## src/hw/rtl/iehw_pkg.sv

```systemverilog
`timescale 1ns / 1ps
// ----------------------------------------------------------------------------
// IPv6 extension header walker package
// Shared types, status codes and header constants for the walker.
// ----------------------------------------------------------------------------
package iehw_pkg;

    // Default width of the internal position and length counters.
    localparam int LENGTH_BITS_DEF = 16;

    // Next header values that the walker recognises.
    localparam logic [7:0] HT_HOP_BY_HOP = 8'd0;
    localparam logic [7:0] HT_TCP        = 8'd6;
    localparam logic [7:0] HT_UDP        = 8'd17;
    localparam logic [7:0] HT_ROUTING    = 8'd43;
    localparam logic [7:0] HT_FRAGMENT   = 8'd44;
    localparam logic [7:0] HT_ICMPV6     = 8'd58;
    localparam logic [7:0] HT_NO_NEXT    = 8'd59;
    localparam logic [7:0] HT_DEST_OPTS  = 8'd60;

    // Minimum bytes of a length-coded header before its length is known.
    localparam int EXT_MIN_LEN       = 2;
    // Fixed size of a fragment header.
    localparam int FRAG_LEN          = 8;
    // Byte offsets inside headers.
    localparam int EXT_LEN_IDX       = 1;
    localparam int FRAG_OFS_HI_IDX   = 2;
    localparam int FRAG_OFS_LO_IDX   = 3;
    localparam int FRAG_ID_FIRST_IDX = 4;
    localparam int FRAG_ID_LAST_IDX  = 7;
    // The fragment offset sits above the three flag bits.
    localparam int FRAG_OFS_SHIFT    = 3;

    // Result status codes.
    typedef enum logic [2:0] {
        ST_OK         = 3'd0,
        ST_TRUNC      = 3'd1,
        ST_TRUNC_FRAG = 3'd2,
        ST_NONFIRST   = 3'd3,
        ST_UNSUP      = 3'd4
    } t_status;

    // One input item.
    typedef struct packed {
        logic [7:0]  data_byte;
        logic        byte_present;
        logic        first_item;
        logic        last_item;
        logic [7:0]  start_next_header;
        logic [15:0] payload_length;
        logic [15:0] captured_length;
    } t_in_item;

    // One result item.
    typedef struct packed {
        t_status            status;
        logic [7:0]         upper_protocol;
        logic [15:0]        upper_offset;
        logic signed [16:0] upper_length;
        logic               fragment_seen;
        logic               more_fragments;
        logic [31:0]        fragment_ident;
    } t_out_item;

endpackage

```

## src/hw/rtl/iehw_if.sv

```systemverilog
`timescale 1ns / 1ps
// ----------------------------------------------------------------------------
// IPv6 extension header walker channels
// Valid/ready channel interfaces for payload bytes and walk results.
// ----------------------------------------------------------------------------
interface iehw_in_if;
    logic        valid;
    logic        ready;
    logic [7:0]  data_byte;
    logic        byte_present;
    logic        first_item;
    logic        last_item;
    logic [7:0]  start_next_header;
    logic [15:0] payload_length;
    logic [15:0] captured_length;

    modport source (
        output valid, data_byte, byte_present, first_item, last_item,
               start_next_header, payload_length, captured_length,
        input  ready
    );
    modport sink (
        input  valid, data_byte, byte_present, first_item, last_item,
               start_next_header, payload_length, captured_length,
        output ready
    );
endinterface

interface iehw_out_if;
    logic               valid;
    logic               ready;
    logic [2:0]         status;
    logic [7:0]         upper_protocol;
    logic [15:0]        upper_offset;
    logic signed [16:0] upper_length;
    logic               fragment_seen;
    logic               more_fragments;
    logic [31:0]        fragment_ident;

    modport source (
        output valid, status, upper_protocol, upper_offset, upper_length,
               fragment_seen, more_fragments, fragment_ident,
        input  ready
    );
    modport sink (
        input  valid, status, upper_protocol, upper_offset, upper_length,
               fragment_seen, more_fragments, fragment_ident,
        output ready
    );
endinterface

```

## src/hw/rtl/iehw_step.sv

```systemverilog
`timescale 1ns / 1ps
// ----------------------------------------------------------------------------
// IPv6 extension header walker step
// Holds the walk state and processes one payload byte per advance.
// ----------------------------------------------------------------------------
module iehw_step #(
    parameter int LENGTH_BITS = iehw_pkg::LENGTH_BITS_DEF
) (
    input  logic                i_clk,
    input  logic                i_rst_n,
    input  logic                i_adv,
    input  iehw_pkg::t_in_item  i_item,
    output logic                o_emit,
    output iehw_pkg::t_out_item o_result
);

    // Width for bound sums: holds a position plus the largest header size.
    localparam int SUM_W = (LENGTH_BITS < 12) ? 13 :
                           ((LENGTH_BITS < 32) ? LENGTH_BITS + 1 : 32);

    typedef enum logic [2:0] {
        PH_IDLE = 3'b001,
        PH_WALK = 3'b010,
        PH_DONE = 3'b100
    } t_phase;

    typedef struct packed {
        logic              hit;
        iehw_pkg::t_status status;
        logic [11:0]       size;
    } t_enter;

    t_phase                  r_phase, n_phase;
    logic [7:0]              r_type, n_type;
    logic [LENGTH_BITS-1:0]  r_pos, n_pos;
    logic [LENGTH_BITS-1:0]  r_hs, n_hs;
    logic [11:0]             r_hsize, n_hsize;
    logic [7:0]              r_latched, n_latched;
    logic [LENGTH_BITS-1:0]  r_lim, n_lim;
    logic [LENGTH_BITS-1:0]  r_pl, n_pl;
    logic [7:0]              r_ohb, n_ohb;
    logic                    r_fseen, n_fseen;
    logic                    r_fmore, n_fmore;
    logic [31:0]             r_fid, n_fid;

    logic                    w_emit;
    iehw_pkg::t_status       w_status;
    iehw_pkg::t_out_item     w_result;

    // Checks a header that starts at hs against the payload and capture bounds.
    function automatic t_enter enter_hdr(
        input logic [7:0]             t,
        input logic [LENGTH_BITS-1:0] hs,
        input logic [LENGTH_BITS-1:0] pl,
        input logic [LENGTH_BITS-1:0] lim
    );
        t_enter           e;
        logic [SUM_W-1:0] hs_w;
        logic [SUM_W-1:0] pl_w;
        logic [SUM_W-1:0] lim_w;
        logic [SUM_W-1:0] rem;
        hs_w     = SUM_W'(hs);
        pl_w     = SUM_W'(pl);
        lim_w    = SUM_W'(lim);
        rem      = (pl_w >= hs_w) ? pl_w - hs_w : '0;
        e.hit    = 1'b0;
        e.status = iehw_pkg::ST_OK;
        e.size   = '0;
        if (t == iehw_pkg::HT_TCP || t == iehw_pkg::HT_UDP ||
            t == iehw_pkg::HT_ICMPV6 || t == iehw_pkg::HT_NO_NEXT) begin
            e.hit = 1'b1;
        end else if (t == iehw_pkg::HT_HOP_BY_HOP || t == iehw_pkg::HT_ROUTING ||
                     t == iehw_pkg::HT_DEST_OPTS) begin
            if (pl_w < hs_w || rem < SUM_W'(iehw_pkg::EXT_MIN_LEN) ||
                lim_w < hs_w + SUM_W'(iehw_pkg::EXT_MIN_LEN)) begin
                e.hit    = 1'b1;
                e.status = iehw_pkg::ST_TRUNC;
            end
        end else if (t == iehw_pkg::HT_FRAGMENT) begin
            if (pl_w < hs_w || rem < SUM_W'(iehw_pkg::FRAG_LEN) ||
                lim_w < hs_w + SUM_W'(iehw_pkg::FRAG_LEN)) begin
                e.hit    = 1'b1;
                e.status = iehw_pkg::ST_TRUNC_FRAG;
            end else begin
                e.size = 12'(iehw_pkg::FRAG_LEN);
            end
        end else begin
            e.hit    = 1'b1;
            e.status = iehw_pkg::ST_UNSUP;
        end
        return e;
    endfunction

    // Step logic: packet start, then the present byte, then the packet end.
    always_comb begin
        t_enter                 e;
        logic                   stop;
        logic                   done;
        logic [LENGTH_BITS-1:0] idx;
        logic [8:0]             len_p1;
        logic [11:0]            need;
        logic [SUM_W-1:0]       hs_w;
        logic [SUM_W-1:0]       pl_w;
        logic [SUM_W-1:0]       lim_w;
        logic [SUM_W-1:0]       rem;
        logic [15:0]            frag_ofs;

        n_phase   = r_phase;
        n_type    = r_type;
        n_pos     = r_pos;
        n_hs      = r_hs;
        n_hsize   = r_hsize;
        n_latched = r_latched;
        n_lim     = r_lim;
        n_pl      = r_pl;
        n_ohb     = r_ohb;
        n_fseen   = r_fseen;
        n_fmore   = r_fmore;
        n_fid     = r_fid;
        w_emit    = 1'b0;
        w_status  = iehw_pkg::ST_OK;
        stop      = 1'b0;
        done      = 1'b0;
        e         = '0;
        idx       = '0;
        len_p1    = '0;
        need      = '0;
        hs_w      = '0;
        pl_w      = '0;
        lim_w     = '0;
        rem       = '0;
        frag_ofs  = '0;

        // A new packet restarts the walk and examines the first header.
        if (i_item.first_item) begin
            n_phase   = PH_WALK;
            n_type    = i_item.start_next_header;
            n_pl      = LENGTH_BITS'(i_item.payload_length);
            n_lim     = LENGTH_BITS'(i_item.captured_length);
            n_pos     = '0;
            n_hs      = '0;
            n_hsize   = '0;
            n_latched = '0;
            n_ohb     = '0;
            n_fseen   = 1'b0;
            n_fmore   = 1'b0;
            n_fid     = '0;
            e = enter_hdr(n_type, n_hs, n_pl, n_lim);
            if (e.hit) begin
                w_emit   = 1'b1;
                w_status = e.status;
                stop     = 1'b1;
            end else begin
                n_hsize = e.size;
            end
        end

        if (!stop && n_phase == PH_WALK) begin
            // Consume one byte of the current header.
            if (i_item.byte_present) begin
                idx = n_pos - n_hs;
                if (idx == '0) begin
                    n_latched = i_item.data_byte;
                end
                if (n_type == iehw_pkg::HT_FRAGMENT) begin
                    if (idx == LENGTH_BITS'(iehw_pkg::FRAG_OFS_HI_IDX)) begin
                        n_ohb = i_item.data_byte;
                    end
                    if (idx == LENGTH_BITS'(iehw_pkg::FRAG_OFS_LO_IDX)) begin
                        frag_ofs = {n_ohb, i_item.data_byte} >> iehw_pkg::FRAG_OFS_SHIFT;
                        if (frag_ofs != 16'd0) begin
                            w_emit   = 1'b1;
                            w_status = iehw_pkg::ST_NONFIRST;
                            stop     = 1'b1;
                        end else begin
                            n_fmore = i_item.data_byte[0];
                        end
                    end
                    if (SUM_W'(idx) >= SUM_W'(iehw_pkg::FRAG_ID_FIRST_IDX) &&
                        SUM_W'(idx) <= SUM_W'(iehw_pkg::FRAG_ID_LAST_IDX)) begin
                        n_fid = {n_fid[23:0], i_item.data_byte};
                    end
                    if (idx == LENGTH_BITS'(iehw_pkg::FRAG_ID_LAST_IDX)) begin
                        n_fseen = 1'b1;
                        done    = 1'b1;
                    end
                end else begin
                    // The length byte fixes the header size and is checked at once.
                    if (idx == LENGTH_BITS'(iehw_pkg::EXT_LEN_IDX)) begin
                        len_p1  = {1'b0, i_item.data_byte} + 9'd1;
                        need    = {len_p1, 3'b000};
                        n_hsize = need;
                        hs_w    = SUM_W'(n_hs);
                        pl_w    = SUM_W'(n_pl);
                        lim_w   = SUM_W'(n_lim);
                        rem     = (pl_w >= hs_w) ? pl_w - hs_w : '0;
                        if (rem < SUM_W'(need) || lim_w < hs_w + SUM_W'(need)) begin
                            w_emit   = 1'b1;
                            w_status = iehw_pkg::ST_TRUNC;
                            stop     = 1'b1;
                        end
                    end
                    if (!stop && SUM_W'(idx) >= SUM_W'(iehw_pkg::FRAG_ID_LAST_IDX) &&
                        n_hsize != 12'd0 &&
                        SUM_W'(idx) == SUM_W'(n_hsize - 12'd1)) begin
                        done = 1'b1;
                    end
                end
                if (!stop) begin
                    n_pos = n_pos + LENGTH_BITS'(1);
                    // Header complete: move on to the one it names.
                    if (done) begin
                        n_type = n_latched;
                        n_hs   = n_pos;
                        e = enter_hdr(n_type, n_hs, n_pl, n_lim);
                        if (e.hit) begin
                            w_emit   = 1'b1;
                            w_status = e.status;
                            stop     = 1'b1;
                        end else begin
                            n_hsize = e.size;
                        end
                    end
                end
            end
            // The packet ended before the walk reached a decision.
            if (!stop && i_item.last_item) begin
                w_emit   = 1'b1;
                w_status = (n_type == iehw_pkg::HT_FRAGMENT) ? iehw_pkg::ST_TRUNC_FRAG
                                                             : iehw_pkg::ST_TRUNC;
            end
        end

        if (w_emit) begin
            n_phase = PH_DONE;
        end
    end

    // Result fields: protocol, offset and length only on success.
    always_comb begin
        w_result.status         = w_status;
        w_result.fragment_seen  = n_fseen;
        w_result.more_fragments = n_fmore;
        w_result.fragment_ident = n_fid;
        if (w_status == iehw_pkg::ST_OK) begin
            w_result.upper_protocol = n_type;
            w_result.upper_offset   = 16'(n_hs);
            w_result.upper_length   = 17'(n_pl - n_hs);
        end else begin
            w_result.upper_protocol = '0;
            w_result.upper_offset   = '0;
            w_result.upper_length   = '0;
        end
    end

    assign o_emit   = i_adv & w_emit;
    assign o_result = w_result;

    // Walk state registers.
    always_ff @(posedge i_clk) begin
        if (!i_rst_n) begin
            r_phase <= PH_IDLE;
        end else if (i_adv) begin
            r_phase <= n_phase;
        end
    end

    always_ff @(posedge i_clk) begin
        if (i_adv) begin
            r_type    <= n_type;
            r_pos     <= n_pos;
            r_hs      <= n_hs;
            r_hsize   <= n_hsize;
            r_latched <= n_latched;
            r_lim     <= n_lim;
            r_pl      <= n_pl;
            r_ohb     <= n_ohb;
            r_fseen   <= n_fseen;
            r_fmore   <= n_fmore;
            r_fid     <= n_fid;
        end
    end

    // A result always closes the walk of its packet.
    a_emit_closes: assert property (@(posedge i_clk) disable iff (!i_rst_n)
        (i_adv && w_emit) |=> (r_phase == PH_DONE))
        else $error("walk still open after a result");

    // Bytes outside a packet never produce a result.
    a_no_stray_result: assert property (@(posedge i_clk) disable iff (!i_rst_n)
        (i_adv && !i_item.first_item && r_phase != PH_WALK) |-> !w_emit)
        else $error("result produced outside a packet");

    // Success is only reported for an upper-layer protocol.
    a_ok_protocol: assert property (@(posedge i_clk) disable iff (!i_rst_n)
        (i_adv && w_emit && w_status == iehw_pkg::ST_OK) |->
        (w_result.upper_protocol == iehw_pkg::HT_TCP ||
         w_result.upper_protocol == iehw_pkg::HT_UDP ||
         w_result.upper_protocol == iehw_pkg::HT_ICMPV6 ||
         w_result.upper_protocol == iehw_pkg::HT_NO_NEXT))
        else $error("success reported for a non upper-layer header");

    // A non-first fragment can only be found inside a fragment header.
    a_nonfirst_in_frag: assert property (@(posedge i_clk) disable iff (!i_rst_n)
        (i_adv && w_emit && w_status == iehw_pkg::ST_NONFIRST) |->
        (r_type == iehw_pkg::HT_FRAGMENT && !i_item.first_item))
        else $error("non-first fragment outside a fragment header");

endmodule

```

## src/hw/rtl/ipv6_extension_header_walker_top.sv

```systemverilog
`timescale 1ns / 1ps
// ----------------------------------------------------------------------------
// IPv6 extension header walker
// Follows the extension header chain of an IPv6 payload, one byte per item.
// ----------------------------------------------------------------------------
// Usage:
// The input channel i_in carries one payload byte per transfer. The transfer
// with first_item set also brings the initial next header value, the payload
// length and the captured length, and restarts the walk. The output channel
// o_out carries at most one result per packet: success with the upper-layer
// protocol, its offset and remaining length, or an error status, always with
// the fragment identification and more-fragments flag seen so far.
// Throughput is one input transfer per cycle while o_out is not stalled. An
// accepted item lands in an input register and is processed by the step
// logic once the output register is free or being emptied; the result of the
// deciding byte is registered in the output register before o_out offers it.
// Reset clears the valid flags and returns the walk to idle; bytes that
// arrive before a first item are ignored.
// While the receiver stalls, the pending result holds in the output register
// and one further item is still taken into the input register; the input
// then stalls until the result is taken.
// ----------------------------------------------------------------------------
module ipv6_extension_header_walker_top #(
    parameter int LENGTH_BITS = iehw_pkg::LENGTH_BITS_DEF
) (
    input  logic       i_clk,
    input  logic       i_rst_n,
    iehw_in_if.sink    i_in,
    iehw_out_if.source o_out
);

    logic                r_in_valid, n_in_valid;
    iehw_pkg::t_in_item  r_in;
    logic                r_out_valid, n_out_valid;
    iehw_pkg::t_out_item r_out;
    logic                w_adv;
    logic                w_in_take;
    logic                w_emit;
    iehw_pkg::t_out_item w_result;

    // The held item advances when the output register is free or being emptied.
    assign w_adv     = r_in_valid & (~r_out_valid | o_out.ready);
    assign i_in.ready = ~r_in_valid | w_adv;
    assign w_in_take = i_in.valid & i_in.ready;

    iehw_step #(
        .LENGTH_BITS (LENGTH_BITS)
    ) u_step (
        .i_clk    (i_clk),
        .i_rst_n  (i_rst_n),
        .i_adv    (w_adv),
        .i_item   (r_in),
        .o_emit   (w_emit),
        .o_result (w_result)
    );

    // Next state of the valid flags.
    always_comb begin
        n_in_valid  = w_in_take ? 1'b1 : (w_adv ? 1'b0 : r_in_valid);
        n_out_valid = w_emit ? 1'b1 : (o_out.ready ? 1'b0 : r_out_valid);
    end

    always_ff @(posedge i_clk) begin
        if (!i_rst_n) begin
            r_in_valid  <= 1'b0;
            r_out_valid <= 1'b0;
        end else begin
            r_in_valid  <= n_in_valid;
            r_out_valid <= n_out_valid;
        end
    end

    // Input register.
    always_ff @(posedge i_clk) begin
        if (w_in_take) begin
            r_in.data_byte         <= i_in.data_byte;
            r_in.byte_present      <= i_in.byte_present;
            r_in.first_item        <= i_in.first_item;
            r_in.last_item         <= i_in.last_item;
            r_in.start_next_header <= i_in.start_next_header;
            r_in.payload_length    <= i_in.payload_length;
            r_in.captured_length   <= i_in.captured_length;
        end
    end

    // Result register.
    always_ff @(posedge i_clk) begin
        if (w_emit) begin
            r_out <= w_result;
        end
    end

    assign o_out.valid          = r_out_valid;
    assign o_out.status         = r_out.status;
    assign o_out.upper_protocol = r_out.upper_protocol;
    assign o_out.upper_offset   = r_out.upper_offset;
    assign o_out.upper_length   = r_out.upper_length;
    assign o_out.fragment_seen  = r_out.fragment_seen;
    assign o_out.more_fragments = r_out.more_fragments;
    assign o_out.fragment_ident = r_out.fragment_ident;

endmodule
```

## src/flat_wrapper.sv

```systemverilog
// flat-port wrapper written by rule: the top's interface ports become plain ports
module ipv6_extension_header_walker_top_flat 
#(
    parameter int LENGTH_BITS = iehw_pkg::LENGTH_BITS_DEF
)
  (i_clk, i_rst_n, i_in_valid, i_in_data_byte, i_in_byte_present, i_in_first_item, i_in_last_item, i_in_start_next_header, i_in_payload_length, i_in_captured_length, i_in_ready, o_out_valid, o_out_status, o_out_upper_protocol, o_out_upper_offset, o_out_upper_length, o_out_fragment_seen, o_out_more_fragments, o_out_fragment_ident, o_out_ready);
  iehw_in_if i_in_i ();
  iehw_out_if o_out_i ();
  input  logic i_clk;
  input  logic i_rst_n;
  input wire logic [$bits(i_in_i.valid)-1:0] i_in_valid;
  input wire logic [$bits(i_in_i.data_byte)-1:0] i_in_data_byte;
  input wire logic [$bits(i_in_i.byte_present)-1:0] i_in_byte_present;
  input wire logic [$bits(i_in_i.first_item)-1:0] i_in_first_item;
  input wire logic [$bits(i_in_i.last_item)-1:0] i_in_last_item;
  input wire logic [$bits(i_in_i.start_next_header)-1:0] i_in_start_next_header;
  input wire logic [$bits(i_in_i.payload_length)-1:0] i_in_payload_length;
  input wire logic [$bits(i_in_i.captured_length)-1:0] i_in_captured_length;
  output wire logic [$bits(i_in_i.ready)-1:0] i_in_ready;
  output wire logic [$bits(o_out_i.valid)-1:0] o_out_valid;
  output wire logic [$bits(o_out_i.status)-1:0] o_out_status;
  output wire logic [$bits(o_out_i.upper_protocol)-1:0] o_out_upper_protocol;
  output wire logic [$bits(o_out_i.upper_offset)-1:0] o_out_upper_offset;
  output wire logic [$bits(o_out_i.upper_length)-1:0] o_out_upper_length;
  output wire logic [$bits(o_out_i.fragment_seen)-1:0] o_out_fragment_seen;
  output wire logic [$bits(o_out_i.more_fragments)-1:0] o_out_more_fragments;
  output wire logic [$bits(o_out_i.fragment_ident)-1:0] o_out_fragment_ident;
  input wire logic [$bits(o_out_i.ready)-1:0] o_out_ready;
  assign i_in_i.valid = i_in_valid;
  assign i_in_i.data_byte = i_in_data_byte;
  assign i_in_i.byte_present = i_in_byte_present;
  assign i_in_i.first_item = i_in_first_item;
  assign i_in_i.last_item = i_in_last_item;
  assign i_in_i.start_next_header = i_in_start_next_header;
  assign i_in_i.payload_length = i_in_payload_length;
  assign i_in_i.captured_length = i_in_captured_length;
  assign i_in_ready = i_in_i.ready;
  assign o_out_valid = o_out_i.valid;
  assign o_out_status = o_out_i.status;
  assign o_out_upper_protocol = o_out_i.upper_protocol;
  assign o_out_upper_offset = o_out_i.upper_offset;
  assign o_out_upper_length = o_out_i.upper_length;
  assign o_out_fragment_seen = o_out_i.fragment_seen;
  assign o_out_more_fragments = o_out_i.more_fragments;
  assign o_out_fragment_ident = o_out_i.fragment_ident;
  assign o_out_i.ready = o_out_ready;
  ipv6_extension_header_walker_top #(.LENGTH_BITS(LENGTH_BITS)) u_core (.i_clk(i_clk), .i_rst_n(i_rst_n), .i_in(i_in_i), .o_out(o_out_i));
endmodule
```

## config.mk

```make
export PLATFORM = sky130hd
export DESIGN_NAME = ipv6_extension_header_walker_top_flat
export DESIGN_NICKNAME = d
export VERILOG_FILES = /design/src/hw/rtl/iehw_pkg.sv /design/src/hw/rtl/iehw_if.sv /design/src/hw/rtl/iehw_step.sv /design/src/hw/rtl/ipv6_extension_header_walker_top.sv /design/src/flat_wrapper.sv
export SDC_FILE = /design/constraint.sdc
export NUM_CORES = 1
export LEC_CHECK = 0
export ABC_AREA = 1
export BUFFER_PORTS_ARGS = -buffer_cell sky130_fd_sc_hd__buf_2
export CAP_MARGIN = 10
export CORE_MARGIN = 2
export CORE_UTILIZATION = 56
export CTS_BUF_LIST = sky130_fd_sc_hd__clkbuf_16
export DETAILED_ROUTE_END_ITERATION = 16
export GPL_TIMING_DRIVEN = 0
export HOLD_SLACK_MARGIN = 0.08
export PLACE_DENSITY = 0.78
export SETUP_SLACK_MARGIN = 0.02
export SLEW_MARGIN = 5
export SYNTH_ARGS = -nofsm -noshare
export SYNTH_HDL_FRONTEND = slang
export SYNTH_SLANG_ARGS = --single-unit
```

## constraint.sdc

```tcl
create_clock -name i_clk -period 15.23 [get_ports i_clk]
set_input_delay 2.2845 -clock i_clk [delete_from_list [all_inputs] [get_ports i_clk]]
set_output_delay 2.2845 -clock i_clk [all_outputs]
set_load 0.01 [all_outputs]
```

## Word-level counts from Yosys, hierarchy flattened

Index checks and enable logic that the tools add are counted.
W data, S select, Z words.

| word-level totals | value |
|---|---|
| flip-flop bits (word level) | 268 |
| bits of input ports | 55 |
| word-level logic and storage cells | 252 |

| cells by class | value |
|---|---|
| add/subtract/negate cells | 10 |
| magnitude comparators | 16 |
| equal/unequal tests | 22 |
| muxes and demuxes | 135 |
| bitwise gates (word level) | 7 |
| reduce and logical (&&, ||, !) cells | 34 |

Operators by type and width:

| operator | count |
|---|---|
| $mux W12 | 16 |
| $mux W16 | 11 |
| $mux W32 | 5 |
| $mux W8 | 20 |
| $eq A8 B6 Y1 const B | 12 |
| $lt A16 B17 Y1 | 3 |
| $mux W1 | 51 |
| $sub A16 B16 Y17 | 3 |
| $mux W4 | 12 |
| $mux W3 | 15 |
| $mux W17 | 2 |
| $eq A16 B2 Y1 const B | 2 |
| $ge A16 B16 Y1 | 2 |
| $ge A16 B3 Y1 const B | 2 |
| $lt A16 B2 Y1 const B | 2 |
| $lt A16 B4 Y1 const B | 2 |
| $mux W15 | 2 |
| $add A16 B12 Y17 | 1 |
| $add A16 B2 Y17 const B | 1 |
| $add A16 B4 Y17 const B | 1 |
| $eq A16 B17 Y1 | 1 |
| $logic_or A1 B1 Y1 | 17 |
| $lt A17 B12 Y1 | 1 |
| $lt A17 B2 Y1 const B | 1 |
| 24 further kinds | 39 |

## Longest topological paths before layout

Gate-level depths: netlist of the first run.

| depth | value |
|---|---|
| depth after elaboration | 39 |
| mapped depth | 64 |
| mapped depth without buffers | 55 |

## By module

A second synthesis of the first run with hierarchy kept.

| second synthesis, totals | value |
|---|---|
| cell total of the unflattened synthesis | 2238 |
| area total of the unflattened synthesis | 18681.7 sq um |

Modules (own cells, without submodules):

| module | instances | cells each | area an instance (sq um) |
|---|---|---|---|
| iehw_step | 1 | 2097 | 14714.1 |
| ipv6_extension_header_walker_top | 1 | 141 | 3967.6 |

## Least setup slack after synthesis of the first run

Ideal clock, no wire load.

| timing | value |
|---|---|
| path type | in2reg |
| from | input o_out_ready |
| to | register u_core.r_out, in the netlist u_core.o_out.fragment_ident[0], enable pin |
| arrival | 14.991 ns |
| data required time | 14.801 ns |
| setup slack | -0.190 ns |
| cell stages on the path | 4 |
| cell sequence | inv_1 -> a21boi_0 -> nand2_1 -> inv_1 |

| between the ends | value |
|---|---|
| cells in the longest elaborated chain, start to end | 3 |

RTL lines:

| what | line | source |
|---|---|---|
| start: declaration | flat_wrapper.sv:28 | `input wire logic [$bits(o_out_i.ready)-1:0] o_out_ready;` |
| $or A1 B1 Y1 | ipv6_extension_header_walker_top.sv:42 | `assign w_adv = r_in_valid & (~r_out_valid \| o_out.ready);` |
| $and A1 B1 Y1 | ipv6_extension_header_walker_top.sv:42 |  |
| net u_core.u_step.i_adv | iehw_step.sv:11 | `input logic i_adv,` |
| $and A1 B1 Y1 | iehw_step.sv:256 | `assign o_emit = i_adv & w_emit;` |
| end signal: assignment | ipv6_extension_header_walker_top.sv:89 | `r_out <= w_result;` |
| end: declaration | ipv6_extension_header_walker_top.sv:35 | `iehw_pkg::t_out_item r_out;` |

The timed path passes the listed nets, and every way through them passes these cells.
A chain may end at the register's enable or synchronous reset.

## Worst setup path in the final report of the first run

| timing | value |
|---|---|
| from | register u_core.r_in[41] (netlist bit) |
| to | register u_core.r_out, in the netlist u_core.o_out.upper_length[12], data pin |

RTL lines:

| what | line | source |
|---|---|---|
| start: declaration | ipv6_extension_header_walker_top.sv:33 | `iehw_pkg::t_in_item r_in;` |
| branches (longest 21 deep; another with $sub A16 B16 Y16) | -- |  |
| $mux W16 * | iehw_step.sv:158 | `if (!stop && n_phase == PH_WALK) begin` |
| net u_core.u_step.n_hs[3] | iehw_step.sv:36 | `logic [LENGTH_BITS-1:0] r_hs, n_hs;` |
| $sub A16 B16 Y17 * | iehw_step.sv:248 | `w_result.upper_length = 17'(n_pl - n_hs);` |

Mark *: on every way through the listed nets, which the timed path passes. The select of a mux whose other input is x is not followed.

==> run_results.csv, run 1 <==
group,metric,value,unit
floorplan,core_area,33500,sq um
synthesis,synth-compound-area-share,8.72,%
power,powerDensity,98.1,nW/um^2
global_route,grt_antenna_before_repair,0,
timing,finalHoldViolCount,0,
final_layout,fin_util,64.1,%
final_layout,diodes,0,
synthesis,syn_inst,2392,
setup_path,r2r_cells,49,
clocking,post_cts_resized,0,
setup_path,slowest_stage,"clkbuf_1",
route,first_iter_violations,1635,
floorplan,io_pins,135,
clocking,h-tree-depth,1,
global_route,grt_pass1_wl,88000,microns
synthesis,synth_top_family_by_area,"simple AND/OR/NAND/NOR gates",
timing,worstMarginPinSlew,1.12,ns
power,peakVddDrop,0.0818,mV
synthesis,yosysWarnings,0,
synthesis,netlist_area,19000,sq um
timing,fmax,0.0829,GHz
synthesis,async_reset_ff_share,0,%
global_route,grt_pass1_vias,16300,
synthesis,ys_ff_latch,268,
setup_path,r2r_slack,3.17,ns
clocking,cts-root-buf,"clkbuf_16",
final_layout,fin_area,21500,sq um
power,leakage,10.1,nW
synthesis,synth_fa_ha_area_share,8.24,%
synthesis,synth_edf_count,263,
clocking,cts_buffers,29,
synthesis,synth_mux_area_share,0.0526,%
route,via_count,17100,
setup_path,cp.buffers_inverters,15,
min_path,worstHoldStart,"u_core.u_step.r_phase[1]",
setup_path,cpPeakStageDelay,0.79,ns
clocking,post_cts_buffers,0,
final_layout,nFillCells,2856,
clocking,clockBufferDepth,3,
setup_path,rr_endpoint,"u_core.o_out.upper_length[12]",
clocking,hold_buffers,0,
final_layout,drive_above_1_share,12.9,%
placed_design,hpwl,44300,microns
final_layout,finalNetCount,2743,
timing,setup_ws,3.17,ns
route,viasPerCell,5.65,
status,run_status,"finished clean",
setup_path,crit_fanout,10,
setup_path,cp-end-kind,"flop",
placed_design,port_buffers,134,
timing,finalSetupViolations,0,
floorplan,start_util,56.8,%
setup_path,cp.required,15.55,ns
synthesis,synth_ff_type,"edfxtp_1",
clocking,cts.sinks,268,
clocking,insertion_delay,0.58,ns
timing,drv_slew,0,
min_path,hold_path_end,"u_core.u_step.r_phase[1]",
job,maxCapViolCount,0,
setup_path,crit_arrival,12.38,ns
placed_design,dpl_worst_slack,3.67,ns
synthesis,synthSimpleGateAreaFrac,28.8,%
synthesis,synth.distinct_cells,68,
floorplan,die_h,188,microns
power,power.total,0.00211,W
route,postRouteAntennaNets,0,
route,wl_per_cell,18.8,microns
timing,finalCritPeriodShare,79.2,%
synthesis,post_synth.cell_area_avg,7.96,sq um
min_path,min_path_type,"flop to flop",
floorplan,die_w,188,microns
synthesis,syn_nets,2570,
setup_path,path_class,"flop to flop",
setup_path,start_kind,"flop",
setup_path,r2r-start,"u_core.r_in[41]",
placed_design,place.gp.congestion,0.970,
route,post-route-drc-count,0,
timing,slew_headroom,25.1,%
global_route,grt_max_degree,44,
synthesis,synth-xor-area-share,3.21,%
clocking,clk_pin_slew_worst_paths,0.06,ns
clocking,cts_tree,"yes",
timing,rsz0062_at_grt,"no",
setup_path,crit_family,"buffers and inverters",
final_layout,synthToLayoutAreaGrowth,12.9,%
route,wirelength,56900,microns
synthesis,yosysSeqAreaShare,42.0,%
min_path,hold_path_depth,2,
floorplan,die_area,35500,sq um
timing,period_needed,12.06,ns
timing,skew,0.0287,ns
global_route,overflow,0,
placed_design,dpl-instance-area,20500,sq um
route,first_pass_iters,8,
global_route,grt_usage,32.0,%
setup_path,crit_top_cell,"nand2_1",
floorplan,rows,67,
## report_power, final
group          internal [W]  switching, W
registers          0.000852     0.0000145
logic              0.000162      0.000327
clock network      0.000450      0.000303
## area by class of cell
type	count	area, sq um	area share, %
inverters	365	1380	6.43
plain buffers	51	334	1.55
well taps	448	561	2.61
clock inverters	24	282	1.31
flip-flops and latches	268	8000	37.2
clock buffers	29	726	3.38
repair buffers	142	868	4.04
multi-input cells	1708	9350	43.5
## registers in the layout (all words and copies together), names as in the netlist, 16 cells and up
signal	cells
u_core.o_out.upper_offset	16
u_core.u_step.r_lim	16
u_core.r_in	51
u_core.u_step.r_pos	16
u_core.o_out.upper_length	17
u_core.o_out.fragment_ident	32
u_core.u_step.r_pl	16
u_core.u_step.r_hs	16
u_core.u_step.r_fid	32
## logic make-up after synthesis
family | after synthesis
multiplexers | 1
XOR/XNOR | 69
AND/OR/NAND/NOR | 1218
flip-flops | 268
buffers and inverters | 416
adder cells (fa/ha/maj) | 123
AO/OA/AOI/OAI | 297
## layout by cell type (no fill, tap or decap), drive strengths merged, types with 8 or more instances in the layout
cell    netlist  final
clkinv        4     14
a21oi        88     88
nand4        42     42
or2          20     20
nand3       164    164
nand2       707    707
nor4          9      9
xor2         52     52
clkbuf       28     57
o21bai        8      8
nor2        222    222
edfxtp      263    263
nor3         41     41
ha          119    119
inv         361    368
buf          23    165
o211ai        9      9
xnor2        17     17
o21ai       151    151
## how the worst max path moves through the flow
stage / start / end / slack (ns) / cells past startpoint
final: u_core.r_in[41] / u_core.o_out.upper_length[12] / 3.17 / 49
after global placement: o_out_ready / u_core.o_out.fragment_ident[25] / -1.36 / 5
after detailed placement: u_core.r_in[41] / u_core.o_out.upper_length[12] / 3.67 / 49
after CTS: u_core.r_in[41] / u_core.o_out.upper_length[12] / 3.62 / 49
after floorplan: o_out_ready / u_core.o_out.fragment_ident[0] / 3.79 / 4
after global routing: u_core.r_in[41] / u_core.o_out.upper_length[12] / 2.70 / 50
## routing by layer
metal	up-vias	share of wire (%)	wire [microns]	global-route usage (%)
met5	-	0	0	0
met4	0	4.0	2290	12.0
met3	142	9.0	5130	4.58
met2	788	45	25600	52.3
met1	7967	42	23900	43.5
li1	8244	-	-	-
## worst min-delay path: stages (launching register included)
cell and delay (ns):
dfxtp_1 0.30, inv_1 0.06, a211oi_1 0.06
## Yosys cell counts, types with 3 or more instances
cell type	instances	share of area, %
o21bai_1	7	0.28
nand2_2	22	0.72
nor2_4	25	1.5
buf_4	6	0.24
o21a_1	4	0.16
o211ai_1	9	0.35
dfxtp_1	5	0.53
buf_6	9	0.53
buf_8	3	0.24
nand3b_1	6	0.24
clkbuf_1	28	0.55
edfxtp_1	263	41
fa_1	4	0.42
a211oi_1	5	0.20
nand3_2	12	0.63
inv_2	12	0.24
ha_1	119	7.8
nand3_1	150	3.9
nand2_1	681	13
o31ai_1	5	0.20
nor2_2	13	0.43
nor3_1	40	1.1
xor2_1	51	2.3
or2_2	20	0.66
a31oi_1	3	0.099
nand4_1	41	1.3
o21ai_1	9	0.24
nand2_4	4	0.24
o21ai_0	140	3.7
a21oi_1	88	2.3
inv_1	347	6.8
nor4_1	9	0.30
clkinv_1	4	0.079
a21boi_0	5	0.20
nor2_1	183	3.6
a21o_1	5	0.20
o22ai_1	3	0.099
xnor2_1	17	0.78
## through the flow
| stage | TNS, ns | hold slack [ns] | std cells |
|---|---|---|---|
| floorplan | 0 | 0.419 | 2392 |
| global placement | -105.77 | 0.434 | 2974 |
| detailed placement | 0 | 0.460 | 2982 |
| CTS | 0 | 0.471 | 3035 |
| global route | 0 | 0.491 | 3035 |
| finish | 0 | 0.472 | 3035 |
No activity file was read; power rests on OpenSTA's default activity.
==> run 2, diff against run 1 <==
Settings changed: CORE_UTILIZATION 56 to 59.
Clock period 15.23 ns to 11.4 ns, I/O delays scaled along.
==> run 2 against run 1 <==
  * Design area decreased by 0.29%
  * Highest routed layer unchanged
  * Largest cell class unchanged
  * Critical path type unchanged
  * Worst setup slack got worse by 2.5 ns
  * Wire length increased by 0.46%
  * Clock power up 34%
  * Total power rose by 34%
  * Flip-flop and latch count did not move
==> run_results.csv, run 2 (synthesis gave the netlist of run 1 again) <==
group,metric,value,unit
status,run_status,"finished clean",
timing,rsz0062_at_grt,"no",
setup_path,cp-end-kind,"flop",
clocking,post_cts_resized,1,
setup_path,slowest_stage,"fa_1",
power,leakage,10.1,nW
clocking,cts-root-buf,"clkbuf_16",
timing,fmax,0.0930,GHz
setup_path,r2r_cells,48,
setup_path,cpPeakStageDelay,0.64,ns
clocking,cts_buffers,30,
power,power.total,0.00282,W
setup_path,path_class,"flop to flop",
timing,slew_headroom,24.8,%
placed_design,port_buffers,134,
setup_path,cp.required,11.74,ns
route,first_pass_iters,5,
power,peakVddDrop,0.149,mV
timing,finalHoldViolCount,0,
floorplan,rows,65,
setup_path,crit_arrival,11.09,ns
timing,worstMarginPinSlew,1.12,ns
route,wirelength,57200,microns
clocking,insertion_delay,0.59,ns
placed_design,hpwl,44700,microns
clocking,post_cts_buffers,0,
setup_path,start_kind,"flop",
clocking,hold_buffers,0,
floorplan,die_h,184,microns
timing,finalSetupViolations,0,
final_layout,drive_above_1_share,13.0,%
power,powerDensity,131,nW/um^2
setup_path,crit_fanout,19,
placed_design,place.gp.congestion,0.973,
global_route,grt_antenna_before_repair,0,
global_route,grt_usage,34.2,%
global_route,grt_pass1_vias,16300,
route,viasPerCell,5.72,
setup_path,crit_top_cell,"nand2_1",
final_layout,final_common_cell,"nand2_1",
timing,skew,0.0454,ns
route,wl_per_cell,19.1,microns
job,maxCapViolCount,0,
route,via_count,17100,
setup_path,rr_endpoint,"u_core.o_out.upper_length[12]",
setup_path,crit_end,"u_core.o_out.upper_length[12]",
clocking,h-tree-depth,1,
global_route,overflow,0,
floorplan,io_pins,135,
route,postRouteAntennaNets,0,
timing,finalCritPeriodShare,94.3,%
final_layout,regMostFlops,"u_core.r_in",
setup_path,cp_num_cells,48,
floorplan,start_util,60.2,%
floorplan,core_area,31600,sq um
timing,drv_slew,0,
final_layout,largest_register_ffs,51,
min_path,min_path_type,"flop to flop",
final_layout,fin_util,67.8,%
setup_path,crit_family,"simple AND/OR/NAND/NOR gates",
global_route,grt_pass1_wl,88400,microns
clocking,cts.sinks,268,
timing,period_needed,10.75,ns
route,first_iter_violations,1747,
final_layout,diodes,0,
setup_path,r2r_slack,0.65,ns
global_route,grt_max_degree,45,
setup_path,cp.buffers_inverters,13,
clocking,clockBufferDepth,3,
setup_path,r2r-start,"u_core.r_in[41]",
floorplan,die_area,33700,sq um
floorplan,die_w,184,microns
final_layout,mostFrequentLayoutCells,"nand2_1, inv_1, edfxtp_1",
clocking,clk_pin_slew_worst_paths,0.06,ns
route,post-route-drc-count,0,
setup_path,crit_start,"u_core.r_in[41]",
final_layout,finalNetCount,2741,
final_layout,synthToLayoutAreaGrowth,12.5,%
clocking,cts_tree,"yes",
[run 2: worst min-delay path by stage]
stage | from | end | slack [ns] | cells after the start
6_report | u_core.u_step.r_phase[1] | u_core.u_step.r_phase[1] | 0.48 | 2
5_1_grt | u_core.u_step.r_phase[0] | u_core.u_step.r_phase[0] | 0.50 | 2
4_1_cts | u_core.u_step.r_phase[1] | u_core.u_step.r_phase[1] | 0.48 | 2
3_5_place_dp | u_core.u_step.r_phase[0] | u_core.u_step.r_phase[0] | 0.45 | 2
3_3_place_gp | u_core.u_step.r_phase[0] | u_core.u_step.r_phase[0] | 0.43 | 2
2_1_floorplan | u_core.u_step.r_phase[0] | u_core.u_step.r_phase[0] | 0.42 | 2
[run 2: layout make-up]
cell class,count,area (sq um)
multi-input cells,1708,9350
well taps,402,503
flip-flops and latches,268,8000
repair buffers,142,853
fillers,2674,10200
clock buffers,30,751
clock inverters,26,274
inverters,365,1380
plain buffers,48,328
[run 2: layer usage]
| layer | vias up | track usage, % | part of all wire, % |
|---|---|---|---|
| li1 | 8261 | - | - |
| met1 | 7857 | 46.0 | 42 |
| met2 | 810 | 54.0 | 44 |
| met3 | 163 | 5.88 | 9.0 |
| met4 | 0 | 16.3 | 5.4 |
| met5 | - | 0 | 0 |
[run 2: worst register-to-register path, delay by kind of cell, from the launching register on]
kind / cells / cell delay, ns
flip-flops: 1 / 0.38
AND/OR/NAND/NOR: 24 / 3.42
AO/OA/AOI/OAI: 7 / 2.38
adder cells (fa/ha/maj): 3 / 1.29
XOR/XNOR: 1 / 0.16
buffers and inverters: 13 / 2.90
[run 2: power by group]
| group | internal, W | leakage, nW | switching [W] |
|---|---|---|---|
| Sequential | 0.00114 | 2.55 | 0.0000195 |
| Clock | 0.000593 | 0.513 | 0.000417 |
| Combinational | 0.000216 | 7.08 | 0.000434 |
| Total | 0.00195 | 10.1 | 0.000870 |
[run 2: per-stage QoR]
step	cells	TNS [ns]	area [sq um]	hold WS [ns]	setup WS, ns
after global routing	2989	0	21400	0.498	0.0702
after CTS	2991	0	21400	0.482	0.144
after floorplan	2392	0	19000	0.419	0.532
final	2989	0	21400	0.478	0.648
after global placement	2928	-502.33	20200	0.435	-4.79
after detailed placement	2936	-0.701	20400	0.450	-0.262
==> run 3, diff against run 2 <==
Settings changed: BUFFER_PORTS_ARGS -buffer_cell sky130_fd_sc_hd__buf_2 to default, DONT_BUFFER_PORTS from default to 1, PLACE_DENSITY 0.78 to 0.75.
==> run 3 against run 2 <==
  * Worst setup slack improved by 0.14 ns
  * Critical path depth fell by 4
  * Wire length fell by 1.7%
  * Core utilization fell by 1.9 points
  * Critical path type unchanged
  * Largest cell class unchanged
  * Highest routed layer is now met5
==> run_results.csv, run 3 (synthesis gave the netlist of run 1 again) <==
group,metric,value,unit
status,run_status,"finished clean",
min_path,min_path_type,"flop to flop",
global_route,overflow,0,
final_layout,regMostFlops,"u_core.r_in",
power,power.total,0.00283,W
global_route,grt_max_degree,70,
power,peakVddDrop,0.142,mV
floorplan,die_area,33700,sq um
setup_path,start_kind,"flop",
timing,rsz0062_at_grt,"no",
placed_design,hpwl,44200,microns
clocking,cts_buffers,30,
timing,tns,0,ns
floorplan,io_pins,135,
route,first_iter_violations,1531,
timing,finalCritPeriodShare,93.1,%
timing,skew,0.0336,ns
global_route,grt_pass1_wl,86900,microns
floorplan,core_area,31600,sq um
route,via_count,16500,
clocking,cts-root-buf,"clkbuf_16",
timing,fmax,0.0942,GHz
global_route,use_met2,54.3,%
setup_path,cp.required,11.73,ns
clocking,post_cts_buffers,0,
clocking,hold_buffers,0,
global_route,use_met1,45.9,%
clocking,h-tree-depth,1,
setup_path,slowest_stage,"o21ai_1",
power,powerDensity,136,nW/um^2
global_route,grt_most_used_layer,"met2",
route,postRouteAntennaNets,0,
setup_path,crit_arrival,10.95,ns
route,wirelength,56200,microns
timing,worstMarginPinSlew,1.08,ns
floorplan,rows,65,
placed_design,port_buffers,0,
final_layout,seq_area,8000,sq um
route,viasPerCell,5.76,
setup_path,cpPeakStageDelay,0.58,ns
job,maxCapViolCount,0,
final_layout,multiInputGateArea,9350,sq um
final_layout,finalNetCount,2607,
floorplan,die_h,184,microns
setup_path,cp-end-kind,"flop",
clocking,insertion_delay,0.60,ns
setup_path,path_class,"flop to flop",
power,leakage,9.62,nW
final_layout,mostFrequentLayoutCells,"nand2_1, inv_1, edfxtp_1",
timing,period_needed,10.62,ns
setup_path,r2r_slack,0.78,ns
setup_path,crit_fanout,19,
placed_design,place.gp.congestion,0.962,
global_route,grt_antenna_before_repair,2,
final_layout,nFillCells,2639,
floorplan,start_util,60.2,%
final_layout,diodes,0,
final_layout,drive_above_1_share,8.44,%
clocking,cts_tree,"yes",
final_layout,final_common_cell,"nand2_1",
timing,finalSetupViolations,0,
clocking,clockBufferDepth,3,
clocking,cts.sinks,268,
final_layout,largest_register_ffs,51,
floorplan,die_w,184,microns
route,wl_per_cell,19.7,microns
timing,finalHoldViolCount,0,
route,first_pass_iters,6,
timing,drv_slew,0,
global_route,grt_usage,33.8,%
global_route,grt_pass1_vias,15700,
final_layout,synthToLayoutAreaGrowth,9.35,%
route,post-route-drc-count,0,
global_route,grt_util_met3,6.10,%
timing,slew_headroom,27.7,%
timing,fin_hold_ws,0.449,ns
clocking,clk_pin_slew_worst_paths,0.06,ns
setup_path,crit_top_cell,"nand2_1",
==> run 3: changes by cell type in the layout (fill, tap and decap cells not counted), moves of 2 or more <==
cell	change
buf_2	-134
buf_12	-2
buf_16	+2
clkinv_2	+2
inv_1	-3
==> run 3: path summary, 6_finish.rpt <==
kind | start | endpoint | depth (start not counted)
worst max-delay path | u_core.r_in[41] | u_core.o_out.upper_length[12] | 44
worst min-delay path | u_core.u_step.r_phase[0] | u_core.u_step.r_phase[0] | 2
worst max register to register | u_core.r_in[41] | u_core.o_out.upper_length[12] | 44
worst min register to register | u_core.u_step.r_phase[0] | u_core.u_step.r_phase[0] | 2
==> run 3: timing repair <==
| action | in CTS | in global routing |
|---|---|---|
| endpoints found under the setup margin | 4 | 9 |
| pin swaps | 0 | 0 |
| cloned | 0 | 0 |
| hold endpoints to repair | 0 | 0 |
| resized for setup | 2 | 3 |
==> run 3: where the power goes <==
| group | switching, W | internal [W] | total (W) |
|---|---|---|---|
| Combinational | 0.000423 | 0.000205 | 0.000628 |
| Clock | 0.000419 | 0.000621 | 0.00104 |
| Sequential | 0.0000247 | 0.00114 | 0.00116 |
==> run 3: layout make-up <==
| cell class | instances | share of cell area [%] |
|---|---|---|
| buffer | 48 | 1.57 |
| sequential | 268 | 38.4 |
| clock buffer | 30 | 3.60 |
| inverter | 365 | 6.64 |
| clock inverter | 26 | 1.55 |
| tap | 402 | 2.41 |
| timing repair buffer | 8 | 0.949 |
| multi-input combinational | 1708 | 44.9 |
==> run 3: metal layers <==
metal | vias up | share of wire (%)
li1 | 7977 | -
met1 | 7575 | 43
met2 | 777 | 45
met3 | 124 | 9.2
met4 | 2 | 3.6
met5 | - | 0.023
==> run 3: worst max-delay path: cells and delay by family (launching register included) <==
family,cells,cell delay (ns)
fa+ha+maj,4,1.09
simple gates,20,3.19
compound gates,8,2.51
flops,1,0.35
buf+inv,12,3.20
==> run 3: per-stage QoR <==
stage	util, %	setup WS [ns]	instance area [sq um]	cells
2_1_floorplan	-	0.532	19000	2392
5_1_grt	65.8	0.0443	20800	2855
4_1_cts	65.9	0.230	20800	2857
6_report	65.8	0.785	20800	2855
3_3_place_gp	61.8	-4.27	19600	2794
3_5_place_dp	62.5	-0.310	19800	2802
